`config.mk`:
```
export PLATFORM = sky130hd
export DESIGN_NAME = stable_priority_request_queue_top
export DESIGN_NICKNAME = d
export VERILOG_FILES = /design/src/hw/rtl/sprq_pkg.sv /design/src/hw/rtl/stable_priority_request_queue_top.sv
export VERILOG_INCLUDE_DIRS = /design/src /design/src/hw/rtl
export SDC_FILE = /design/constraint.sdc
export NUM_CORES = 2
export LEC_CHECK = 0
export BUFFER_PORTS_ARGS = -buffer_cell sky130_fd_sc_hd__buf_2
export CORE_MARGIN = 3
export CORE_UTILIZATION = 50
export CTS_BUF_LIST = sky130_fd_sc_hd__clkbuf_4
export CTS_CLUSTER_DIAMETER = 60
export CTS_CLUSTER_SIZE = 24
export DETAILED_ROUTE_END_ITERATION = 10
export HOLD_SLACK_MARGIN = 0.06
export PLACE_DENSITY_LB_ADDON = 0.25
export SYNTH_ARGS = -nofsm -noshare
export SYNTH_HDL_FRONTEND = slang
export SYNTH_SLANG_ARGS = --single-unit
```
`constraint.sdc`:
```
create_clock -name clk -period 4.8 [get_ports clk]
set_input_delay 0.96 -clock clk [delete_from_list [all_inputs] [get_ports clk]]
set_output_delay 0.96 -clock clk [all_outputs]
set_load 0.1 [all_outputs]
```
`src/hw/rtl/stable_priority_request_queue_top_defines.svh`:
```
// Assertion macros shared by the queue RTL.
// Each macro expects signals named clk and rst in the scope where it is used.
`ifndef STABLE_PRIORITY_REQUEST_QUEUE_TOP_DEFINES_SVH
`define STABLE_PRIORITY_REQUEST_QUEUE_TOP_DEFINES_SVH

// A property that must hold at every rising clock edge outside reset.
`define SPRQ_ASSERT(label, prop, msg) \
  label: assert property (@(posedge clk) disable iff (rst) prop) \
    else $error(msg);

// A condition that must never be true outside reset.
`define SPRQ_ASSERT_NEVER(label, cond, msg) \
  `SPRQ_ASSERT(label, !(cond), msg)

`endif

```
`src/hw/rtl/sprq_pkg.sv`:
```
// Package for the stable priority request queue.
// Holds the request and response structs, status codes and the controller states.
package sprq_pkg;

  localparam int PRIO_BITS = 4;
  localparam int TAG_BITS  = 32;
  localparam int OCC_BITS  = 7;

  localparam logic MODE_ENQUEUE = 1'b0;
  localparam logic MODE_DEQUEUE = 1'b1;

  typedef enum logic [1:0] {
    STATUS_ENQUEUED = 2'd0,
    STATUS_DEQUEUED = 2'd1,
    STATUS_EMPTY    = 2'd2,
    STATUS_FULL     = 2'd3
  } status_t;

  typedef struct packed {
    logic                 mode;
    logic [PRIO_BITS-1:0] priority_req;
    logic [TAG_BITS-1:0]  payload;
  } req_t;

  typedef struct packed {
    status_t              status;
    logic [TAG_BITS-1:0]  out_payload;
    logic [PRIO_BITS-1:0] out_priority;
    logic [OCC_BITS-1:0]  occupancy;
  } rsp_t;

  typedef enum logic [2:0] {
    ST_IDLE,
    ST_DEQ,
    ST_SCAN,
    ST_SHIFT,
    ST_INSERT,
    ST_RESP
  } state_t;

endpackage

```
`src/hw/rtl/stable_priority_request_queue_top.sv`:
```
// Top level of the stable priority request queue: controller and entry memory.
// Depends on sprq_pkg and stable_priority_request_queue_top_defines.svh.
//
// Usage:
// A request enters on req_valid/req_stall/req_item and is either an enqueue or a
// dequeue. Every request produces exactly one response on rsp_valid/rsp_stall/
// rsp_item, in request order. The tail_priority register is written through
// cfg_valid/cfg_ready/cfg_data (always ready); the user must write it only while
// the queue is idle, which the block does not enforce. Entries live in a
// circular buffer in one synchronous memory (one read and one write port,
// registered read) addressed from a head pointer. From acceptance to the
// registered response, a dequeue makes one memory read of the head entry; an
// empty dequeue, a full enqueue and an enqueue at the tail priority or into
// an empty queue are answered directly from the idle state; a sorted enqueue
// walks the entries with the single read port once forward to find the
// insertion point and, if a larger priority is found, once backward to move
// the later entries up.
// The next request is accepted in the cycle after the response is made.
// If the receiver stalls, the finished response waits in a holding register
// and the queue accepts nothing until it has moved to the output register.
// Reset empties the queue, sets tail_priority to 1 and drops any response.
`include "stable_priority_request_queue_top_defines.svh"

module stable_priority_request_queue_top
  import sprq_pkg::*;
#(
  parameter int QUEUE_DEPTH  = 64,
  parameter int PAYLOAD_BITS = 32
) (
  input  logic                 clk,
  input  logic                 rst,
  input  logic                 req_valid,
  output logic                 req_stall,
  input  req_t                 req_item,
  output logic                 rsp_valid,
  input  logic                 rsp_stall,
  output rsp_t                 rsp_item,
  input  logic                 cfg_valid,
  output logic                 cfg_ready,
  input  logic [PRIO_BITS-1:0] cfg_data
);

  localparam int AW = (QUEUE_DEPTH > 1) ? $clog2(QUEUE_DEPTH) : 1;
  localparam int CW = $clog2(QUEUE_DEPTH + 1);

  // Maps a logical position (0 is the front) to a memory slot.
  function automatic logic [AW-1:0] slot(input logic [AW-1:0] base,
                                         input logic [CW-1:0] idx);
    logic [CW:0] s;
    s = (CW+1)'(base) + (CW+1)'(idx);
    if (s >= (CW+1)'(QUEUE_DEPTH)) begin
      s = s - (CW+1)'(QUEUE_DEPTH);
    end
    return AW'(s);
  endfunction

  // Controller registers.
  state_t               state, state_next;
  logic [AW-1:0]        head, head_next;
  logic [CW-1:0]        count, count_next;
  logic [CW-1:0]        cmp_idx, cmp_idx_next;
  logic [CW-1:0]        pos, pos_next;
  logic [CW-1:0]        sidx, sidx_next;
  logic [PRIO_BITS-1:0] tail_prio;
  req_t                 req_hold;
  rsp_t                 held;

  // Entry memory and its access signals.
  logic [PRIO_BITS-1:0]    prio_mem [QUEUE_DEPTH];
  logic [PAYLOAD_BITS-1:0] data_mem [QUEUE_DEPTH];
  logic [PRIO_BITS-1:0]    rd_prio;
  logic [PAYLOAD_BITS-1:0] rd_data;
  logic [AW-1:0]           raddr, waddr;
  logic                    mem_we;
  logic [PRIO_BITS-1:0]    wprio;
  logic [PAYLOAD_BITS-1:0] wdata;

  logic finish;
  logic slot_free;
  logic scan_hit;
  logic scan_last;
  rsp_t res;

  assign req_stall = (state != ST_IDLE);
  assign cfg_ready = 1'b1;
  assign slot_free = !rsp_valid || !rsp_stall;
  assign scan_hit  = (rd_prio > req_hold.priority_req);
  assign scan_last = (cmp_idx == count - CW'(1));

  // The tail priority register.
  always_ff @(posedge clk) begin
    if (rst) begin
      tail_prio <= PRIO_BITS'(1);
    end else if (cfg_valid && cfg_ready) begin
      tail_prio <= cfg_data;
    end
  end

  // Entry memory: one write and one registered read per cycle.
  always_ff @(posedge clk) begin
    if (mem_we) begin
      prio_mem[waddr] <= wprio;
      data_mem[waddr] <= wdata;
    end
    rd_prio <= prio_mem[raddr];
    rd_data <= data_mem[raddr];
  end

  // Datapath and memory control.
  always_comb begin
    head_next    = head;
    count_next   = count;
    cmp_idx_next = cmp_idx;
    pos_next     = pos;
    sidx_next    = sidx;
    raddr        = head;
    waddr        = slot(head, count);
    mem_we       = 1'b0;
    wprio        = req_hold.priority_req;
    wdata        = PAYLOAD_BITS'(req_hold.payload);
    finish       = 1'b0;
    res          = '0;
    res.status   = STATUS_ENQUEUED;
    case (state)
      ST_IDLE: begin
        if (req_valid) begin
          if (req_item.mode == MODE_DEQUEUE) begin
            if (count == '0) begin
              finish     = 1'b1;
              res.status = STATUS_EMPTY;
            end
          end else if (count == CW'(QUEUE_DEPTH)) begin
            finish     = 1'b1;
            res.status = STATUS_FULL;
          end else if (req_item.priority_req == tail_prio || count == '0) begin
            // Tail priority or empty queue: append at the back directly.
            mem_we     = 1'b1;
            wprio      = req_item.priority_req;
            wdata      = PAYLOAD_BITS'(req_item.payload);
            count_next = count + CW'(1);
            finish     = 1'b1;
          end else begin
            cmp_idx_next = '0;
          end
        end
      end
      ST_DEQ: begin
        res.status       = STATUS_DEQUEUED;
        res.out_payload  = TAG_BITS'(rd_data);
        res.out_priority = rd_prio;
        head_next        = slot(head, CW'(1));
        count_next       = count - CW'(1);
        finish           = 1'b1;
      end
      ST_SCAN: begin
        if (scan_hit) begin
          pos_next  = cmp_idx;
          sidx_next = count - CW'(1);
          raddr     = slot(head, count - CW'(1));
        end else if (scan_last) begin
          pos_next = count;
        end else begin
          raddr        = slot(head, cmp_idx + CW'(1));
          cmp_idx_next = cmp_idx + CW'(1);
        end
      end
      ST_SHIFT: begin
        mem_we = 1'b1;
        waddr  = slot(head, sidx + CW'(1));
        wprio  = rd_prio;
        wdata  = rd_data;
        if (sidx != pos) begin
          raddr     = slot(head, sidx - CW'(1));
          sidx_next = sidx - CW'(1);
        end
      end
      ST_INSERT: begin
        mem_we     = 1'b1;
        waddr      = slot(head, pos);
        count_next = count + CW'(1);
        finish     = 1'b1;
      end
      ST_RESP: begin
      end
      default: begin
      end
    endcase
    res.occupancy = OCC_BITS'(count_next);
  end

  // Next state.
  always_comb begin
    state_next = state;
    case (state)
      ST_IDLE: begin
        if (req_valid) begin
          if (req_item.mode == MODE_DEQUEUE) begin
            state_next = ST_DEQ;
          end else begin
            state_next = ST_SCAN;
          end
        end
      end
      ST_SCAN: begin
        if (scan_hit) begin
          state_next = ST_SHIFT;
        end else if (scan_last) begin
          state_next = ST_INSERT;
        end
      end
      ST_SHIFT: begin
        if (sidx == pos) begin
          state_next = ST_INSERT;
        end
      end
      ST_RESP: begin
        if (slot_free) begin
          state_next = ST_IDLE;
        end
      end
      default: begin
      end
    endcase
    if (finish) begin
      state_next = slot_free ? ST_IDLE : ST_RESP;
    end
  end

  // Control registers.
  always_ff @(posedge clk) begin
    if (rst) begin
      state   <= ST_IDLE;
      head    <= '0;
      count   <= '0;
      cmp_idx <= '0;
      pos     <= '0;
      sidx    <= '0;
    end else begin
      state   <= state_next;
      head    <= head_next;
      count   <= count_next;
      cmp_idx <= cmp_idx_next;
      pos     <= pos_next;
      sidx    <= sidx_next;
    end
  end

  // Captured request and held response.
  always_ff @(posedge clk) begin
    if (state == ST_IDLE && req_valid) begin
      req_hold <= req_item;
    end
    if (finish && !slot_free) begin
      held <= res;
    end
  end

  // Output register.
  always_ff @(posedge clk) begin
    if (rst) begin
      rsp_valid <= 1'b0;
    end else if ((finish || state == ST_RESP) && slot_free) begin
      rsp_valid <= 1'b1;
    end else if (!rsp_stall) begin
      rsp_valid <= 1'b0;
    end
  end

  always_ff @(posedge clk) begin
    if (finish && slot_free) begin
      rsp_item <= res;
    end else if (state == ST_RESP && slot_free) begin
      rsp_item <= held;
    end
  end

  `SPRQ_ASSERT(a_count_bound, (count <= CW'(QUEUE_DEPTH)), "occupancy above depth")
  `SPRQ_ASSERT(a_count_step, ((count != $past(count)) |-> ((count == $past(count) + CW'(1)) || (count + CW'(1) == $past(count)))), "occupancy moved by more than one")
  `SPRQ_ASSERT_NEVER(a_shift_overlap, (state == ST_SHIFT && sidx != pos && waddr == raddr), "shift reads the slot it writes")
  `SPRQ_ASSERT(a_head_hold, ((state != ST_DEQ) |=> (head == $past(head))), "head moved without a dequeue")

endmodule

```
---- Word-level counts from Yosys, hierarchy flattened ----
Memories as Yosys holds them, arrays and structs flattened. A register that Yosys moved wholly into a read port is not among the register bits.
Cells that the tools add are included.
storage, ports and cells
  word-level logic and storage cells ...... 165
  output and inout port bits .............. 48
  flip-flop bits (word level) ............. 168
  memories ................................ 2
  bits in writable memories ............... 2304
cells by class
  multiplexer cells ....................... 70
  $add $sub $neg .......................... 19
  magnitude comparators ................... 8
  eq/ne operators ......................... 23
  reductions and logical operators ........ 25
memory list
  memory    words  bits a word  read ports  clocked after Yosys merged registers in  wr ports  line                                     source
  data_mem  64     32           1           1                                        1         stable_priority_request_queue_top.sv:70  logic [PAYLOAD_BITS-1:0] data_mem [QUEUE_DEPTH];
  prio_mem  64     4            1           1                                        1         stable_priority_request_queue_top.sv:69  logic [PRIO_BITS-1:0] prio_mem [QUEUE_DEPTH];
operator list
  cell                   count
  $mux W32               4
  $mux W7                14
  $mux W45               2
  $pmux W32 S2           1
  $mux W6                10
  $add A6 B7 Y8          6
  $ge A8 B7 Y1 const B   6
  $sub A6 B1 Y6 const B  7
  $mux W36               1
  $pmux W7 S2            2
  $pmux W6 S2            2
  $add A7 B1 Y7 const B  3
  $mux W3                7
  $pmux W7 S3            1
  $mux W4                4
  $ne A2 B2 Y1 const B   8
  $eq A7 B7 Y1           2
  $sub A7 B1 Y7 const B  2
  $mux W1                12
  $pmux W3 S4            1
  $mux W2                5
  $ne A3 B3 Y1 const B   3
  $pmux W4 S2            1
  $reduce_bool A2 Y1     4
  25 further kinds       37

---- Logic depth before layout (Yosys ltp) ----
  depth after elaboration ................. 10
  mapped depth ............................ 21
  gate-level depth less buffers ........... 17

---- Worst setup path after synthesis ----
No wires, ideal clock.
  path kind ............................... register to register
  from .................................... register state[0]
  to ...................................... memory data_mem[16][0], enable pin
  cell stages (with the launch flop) ...... 18
  library setup time ...................... 429 ps
  buffers on the path ..................... 3
  clock period less this slack ............ 5213 ps
  data arrival time ....................... 4784 ps
  data required time ...................... 4371 ps
  path slack .............................. -413 ps
  cells stage by stage .................... dfxtp_1 -> clkbuf_1 -> inv_1 -> clkbuf_1 -> and3_1 -> clkbuf_1 -> nor2_1 -> a221o_1 -> ha_1 -> inv_1 -> fa_1 -> inv_1 -> a21o_1 -> a21oi_1 -> xnor2_1 -> nor2b_1 -> nand2_1 -> nor2_1
on the way
  longest elaborated chain between the ends .. 5
  elaborated cells between the ends (all ways) .. 8
ends and longest elaborated chain
  element                                              line                                      source
  from (decl)                                          stable_priority_request_queue_top.sv:58   state_t state, state_next;
  from (signal assigned)                               stable_priority_request_queue_top.sv:239  state <= state_next;
  $eq A3 B2 Y1 / $eq A3 B3 Y1 (equally long branches)  stable_priority_request_queue_top.sv:124  case (state)
  $reduce_or A2 Y1 (no source line)                    n/a
  $pmux W1 S2                                          stable_priority_request_queue_top.sv:124
  $mux W1                                              stable_priority_request_queue_top.sv:101  if (mem_we) begin
  $mux W1 (implied by the code)                        stable_priority_request_queue_top.sv:103  data_mem[waddr] <= wdata;
  to (decl)                                            stable_priority_request_queue_top.sv:70
Parallel ways exist; a longest one is shown, timed or not.

---- Worst setup path in the final report ----
  from .................................... register count[2]
  to ...................................... register rd_prio[1], read port of prio_mem
on the way
  longest elaborated chain between the ends .. 6
  elaborated cells between the ends (all ways) .. 9
ends and longest elaborated chain
  element                                               line                                                                               source
  from (decl)                                           stable_priority_request_queue_top.sv:60                                            logic [CW-1:0] count, count_next;
  from (signal assigned)                                stable_priority_request_queue_top.sv:241                                           count <= count_next;
  $sub A7 B1 Y7 *                                       stable_priority_request_queue_top.sv:88, stable_priority_request_queue_top.sv:159
  $add A6 B7 Y8                                         stable_priority_request_queue_top.sv:50                                            s = (CW+1)'(base) + (CW+1)'(idx);
  $ge A8 B7 Y1 / $sub A6 B1 Y6 (equally long branches)  stable_priority_request_queue_top.sv:51, stable_priority_request_queue_top.sv:52
  $mux W6                                               stable_priority_request_queue_top.sv:51                                            if (s >= (CW+1)'(QUEUE_DEPTH)) begin
  $mux W6 *                                             stable_priority_request_queue_top.sv:156                                           if (scan_hit) begin
  $pmux W6 S2 *                                         stable_priority_request_queue_top.sv:124
  to (decl)                                             stable_priority_request_queue_top.sv:71                                            logic [PRIO_BITS-1:0] rd_prio;
Every way passes the cells marked *; elsewhere a longest branch is shown, timed or not.
A chain may end at the register's enable or synchronous reset.

==> flow_metrics.py <==
metrics = {
    "logic_synthesis": {
        "synth_edf_count": 2430,
        "syn_avg_cell_area_um2": 13.5,
        "synthesis.nets": 7486,
        "synthFlopType": "edfxtp_1",
        "seq_area_frac_synth_pct": 74.5,
        "postSynthCellCount": 7405,
        "ys_seq_elements": 2508,
        "syn_area_um2": 100000,
        "synth_cell_types": 84,
        "synth_warnings": 0,
        "synth-async-reset-ratio_pct": 0,
    },
    "drt": {
        "drtPass1Iterations": 6,
        "vias": 65851,
        "wirelength_um": 306000,
        "drc": 0,
        "routed_via_density": 6.28,
        "wl_per_cell_um": 29.1,
        "drtAntennaViolNets": 0,
        "drt-initial-drc-count": 9627,
    },
    "cts": {
        "cts_sinks": 2508,
        "cts.path.max_buffers": 3,
        "cts_root_buf": "clkbuf_4",
        "insertion_delay_ns": 1.41,
        "cts.clk_slew.worst_paths_ns": 0.21,
        "cts_max_level": 4,
        "cts_tree": "done",
        "numCtsBuffers": 153,
    },
    "floorplanning": {
        "initial_core_util_pct": 50.5,
        "rows": 163,
        "die_h_um": 453,
        "die_w_um": 453,
        "core-area_um2": 198000,
        "dieArea_um2": 206000,
        "io_pins": 94,
    },
    "grt": {
        "grt_pass1_vias": 61436,
        "antenna_found_initial": 28,
        "grt_pass1_wl_um": 439000,
        "busiest_layer": "met2",
        "grt_util_met3_pct": 6.15,
        "grt_usage_pct": 29.3,
        "grt_max_degree": 82,
        "use_met1_pct": 41.7,
        "use_met2_pct": 45.2,
        "overflow": 0,
    },
    "power_and_ir_drop": {
        "p_comb_share_pct": 46.5,
        "p_clk_share_pct": 13.4,
        "leakagePower_nw": 36.9,
        "pwr-share-seq_pct": 40.2,
        "power_w": 0.0720,
        "swShare_pct": 43.4,
        "power.internal_w": 0.0407,
        "netSwitchingPower_w": 0.0313,
        "peakVddDrop_mv": 0.522,
        "p_per_area_nw_per_um2": 644,
    },
    "worst_setup_path": {
        "worstPathCellList": "or4_1 > or3_4 > a211oi_4 > buf_4 > a21o_1 > o221a_4 > buf_12 > buf_4 > nand2_1 > and3_1 > a31oi_1 > o211ai_1 > nand4_1 > or3_1",
        "required_ns": 6.04,
        "rrSetupSlack_ns": 0.05,
        "arrival_ns": 5.99,
        "crit_top_cell": "buf_4",
        "max_stage_delay_ns": 0.56,
        "crit_slowest_cell": "or4_1",
        "critPathCaptureType": "register",
        "crit_type": "reg -> reg",
        "critPathMaxFanout": 42,
        "start_kind": "register",
    },
    "timing": {
        "fin_crit_ns": 4.75,
        "setup_tns_ns": 0,
        "setup_violations": 0,
        "slew-limit-headroom_pct": 20.6,
        "hold_viol": 0,
        "fin_skew_ns": 0.103,
        "finalCritPeriodShare_pct": 98.9,
        "slew_violations": 0,
        "clock.fmax_mhz": 211,
        "worst_pin_slew_ns": 1.19,
    },
    "layout": {
        "areaGrowthSynthToFinish_pct": 11.8,
        "final_cells": 10489,
        "fin_nets": 7792,
        "final_cell_mix": "edfxtp_1, nand2_1, nand3_1, a21oi_1, buf_4",
        "layout_commonest_cell": "edfxtp_1",
        "utilization_pct": 56.4,
        "drive_gt1_share_pct": 13.3,
    },
    "min_path": {
        "hp-class": "in -> reg",
    },
    "place": {
        "port_buffers": 92,
        "hpwl_um": 186000,
        "dp_cells": 10139,
        "gp_congestion": 0.894,
    },
    "run": {
        "drv_cap": 0,
    },
    "outcome": {
        "status": "finished clean",
    },
}
layout make-up:
class	count	area [µm²]
Antenna cell	18	45.0
Clock buffer	170	1280
Clock inverter	105	1170
Fill cell	15740	86400
Inverter	36	135
Multi-Input combinational cell	4390	24000
Sequential cell	2508	74500
Tap cell	2640	3300
Timing Repair Buffer	622	7360
worst max-delay path: cells and delay by family, from the launching register on:
kind | cells | cell delay, ns
DFF | 1 | 0.39
buffers and inverters | 3 | 0.88
and+or+nand+nor | 6 | 1.89
AOI/OAI and AO/OA | 5 | 1.41
worst paths after layout:
kind,from,end,depth (start not counted)
setup / recovery,count[2],rd_prio[1],14
setup reg to reg,count[2],rd_prio[1],14
hold reg to reg,held[1],rsp_item[1],2
hold / removal,rst,tail_prio[3],2
flip-flops by register name, summed over array words and instances (netlist names):
| register | count |
|---|---|
| data_mem | 2048 |
| prio_mem | 256 |
| held | 45 |
| rsp_item | 45 |
| req_hold | 36 |
| rd_data | 32 |
| cmp_idx | 7 |
| count | 7 |
| pos | 7 |
| sidx | 7 |
| head | 6 |
| rd_prio | 4 |
| tail_prio | 4 |
| state | 3 |
| rsp_valid | 1 |
what timing repair did:
item	4_1_cts	5_1_grt
setup buffers	0	8
cloned	0	2
hold buffers	47	0
hold endpoints to repair	46	0
gates resized for setup	1	20
endpoints found under the setup margin	2	12
pin swaps	0	7
power by group through the flow:
stage / clock, W / sequential [W] / combinational, W
after CTS: 0.00972 / 0.0289 / 0.0327
final: 0.00962 / 0.0289 / 0.0335
after global placement: 0 / 0.0293 / 0.0320
after floorplan: 0 / 0.0306 / 0.0180
after global routing: 0.0105 / 0.0289 / 0.0356
after detailed placement: 0 / 0.0294 / 0.0325
stage by stage:
step / hold slack [ns] / setup WS [ns] / area (µm²)
2_1_floorplan: 0.476 / -0.413 / 100000
3_3_place_gp: 0.507 / 0.0183 / 109000
3_5_place_dp: 0.515 / -0.0468 / 109000
4_1_cts: 0.0700 / 0.0235 / 112000
5_1_grt: 0.147 / -0.00694 / 112000
6_report: 0.171 / 0.0546 / 112000
routing by layer:
layer  share of wire (%)  routed length [µm]
met2                  46              140000
met4                 3.7               11300
met1                  39              119000
met5               0.031                  94
met3                  11               34900
synthesized netlist by cell type, types with 33 or more instances:
cell,number,share of area (%)
mux2_2,39,0.44
or3_1,36,0.23
edfxtp_1,2430,73
and3_1,91,0.57
nand4_1,148,0.93
a21oi_1,298,1.5
nand2_1,1946,7.3
buf_2,200,1.0
mux2i_1,164,1.6
a32oi_1,131,1.1
inv_1,36,0.14
and2_1,48,0.30
a22oi_1,197,1.5
clkbuf_1,182,0.68
dfxtp_1,78,1.6
xnor2_1,34,0.30
buf_1,51,0.19
o21ai_0,57,0.29
nand3_1,691,3.5
nor2_1,143,0.54
buf_4,33,0.25
a31oi_1,85,0.53
cell families (layout without fill, tap and decap cells):
logic type / after synthesis / count (layout) / synth area share (%)
buffers and inverters: 508 / 933 / 2.32
other: 1 / 19 / 0.00375
AOI/OAI and AO/OA: 901 / 901 / 6.10
muxes: 203 / 203 / 2.08
and+or+nand+nor: 3191 / 3192 / 14.0
xor gates and xnor gates: 58 / 58 / 0.521
adders and majority gates: 35 / 35 / 0.468
DFF: 2508 / 2508 / 74.5
(Power assumes the default switching activity.)
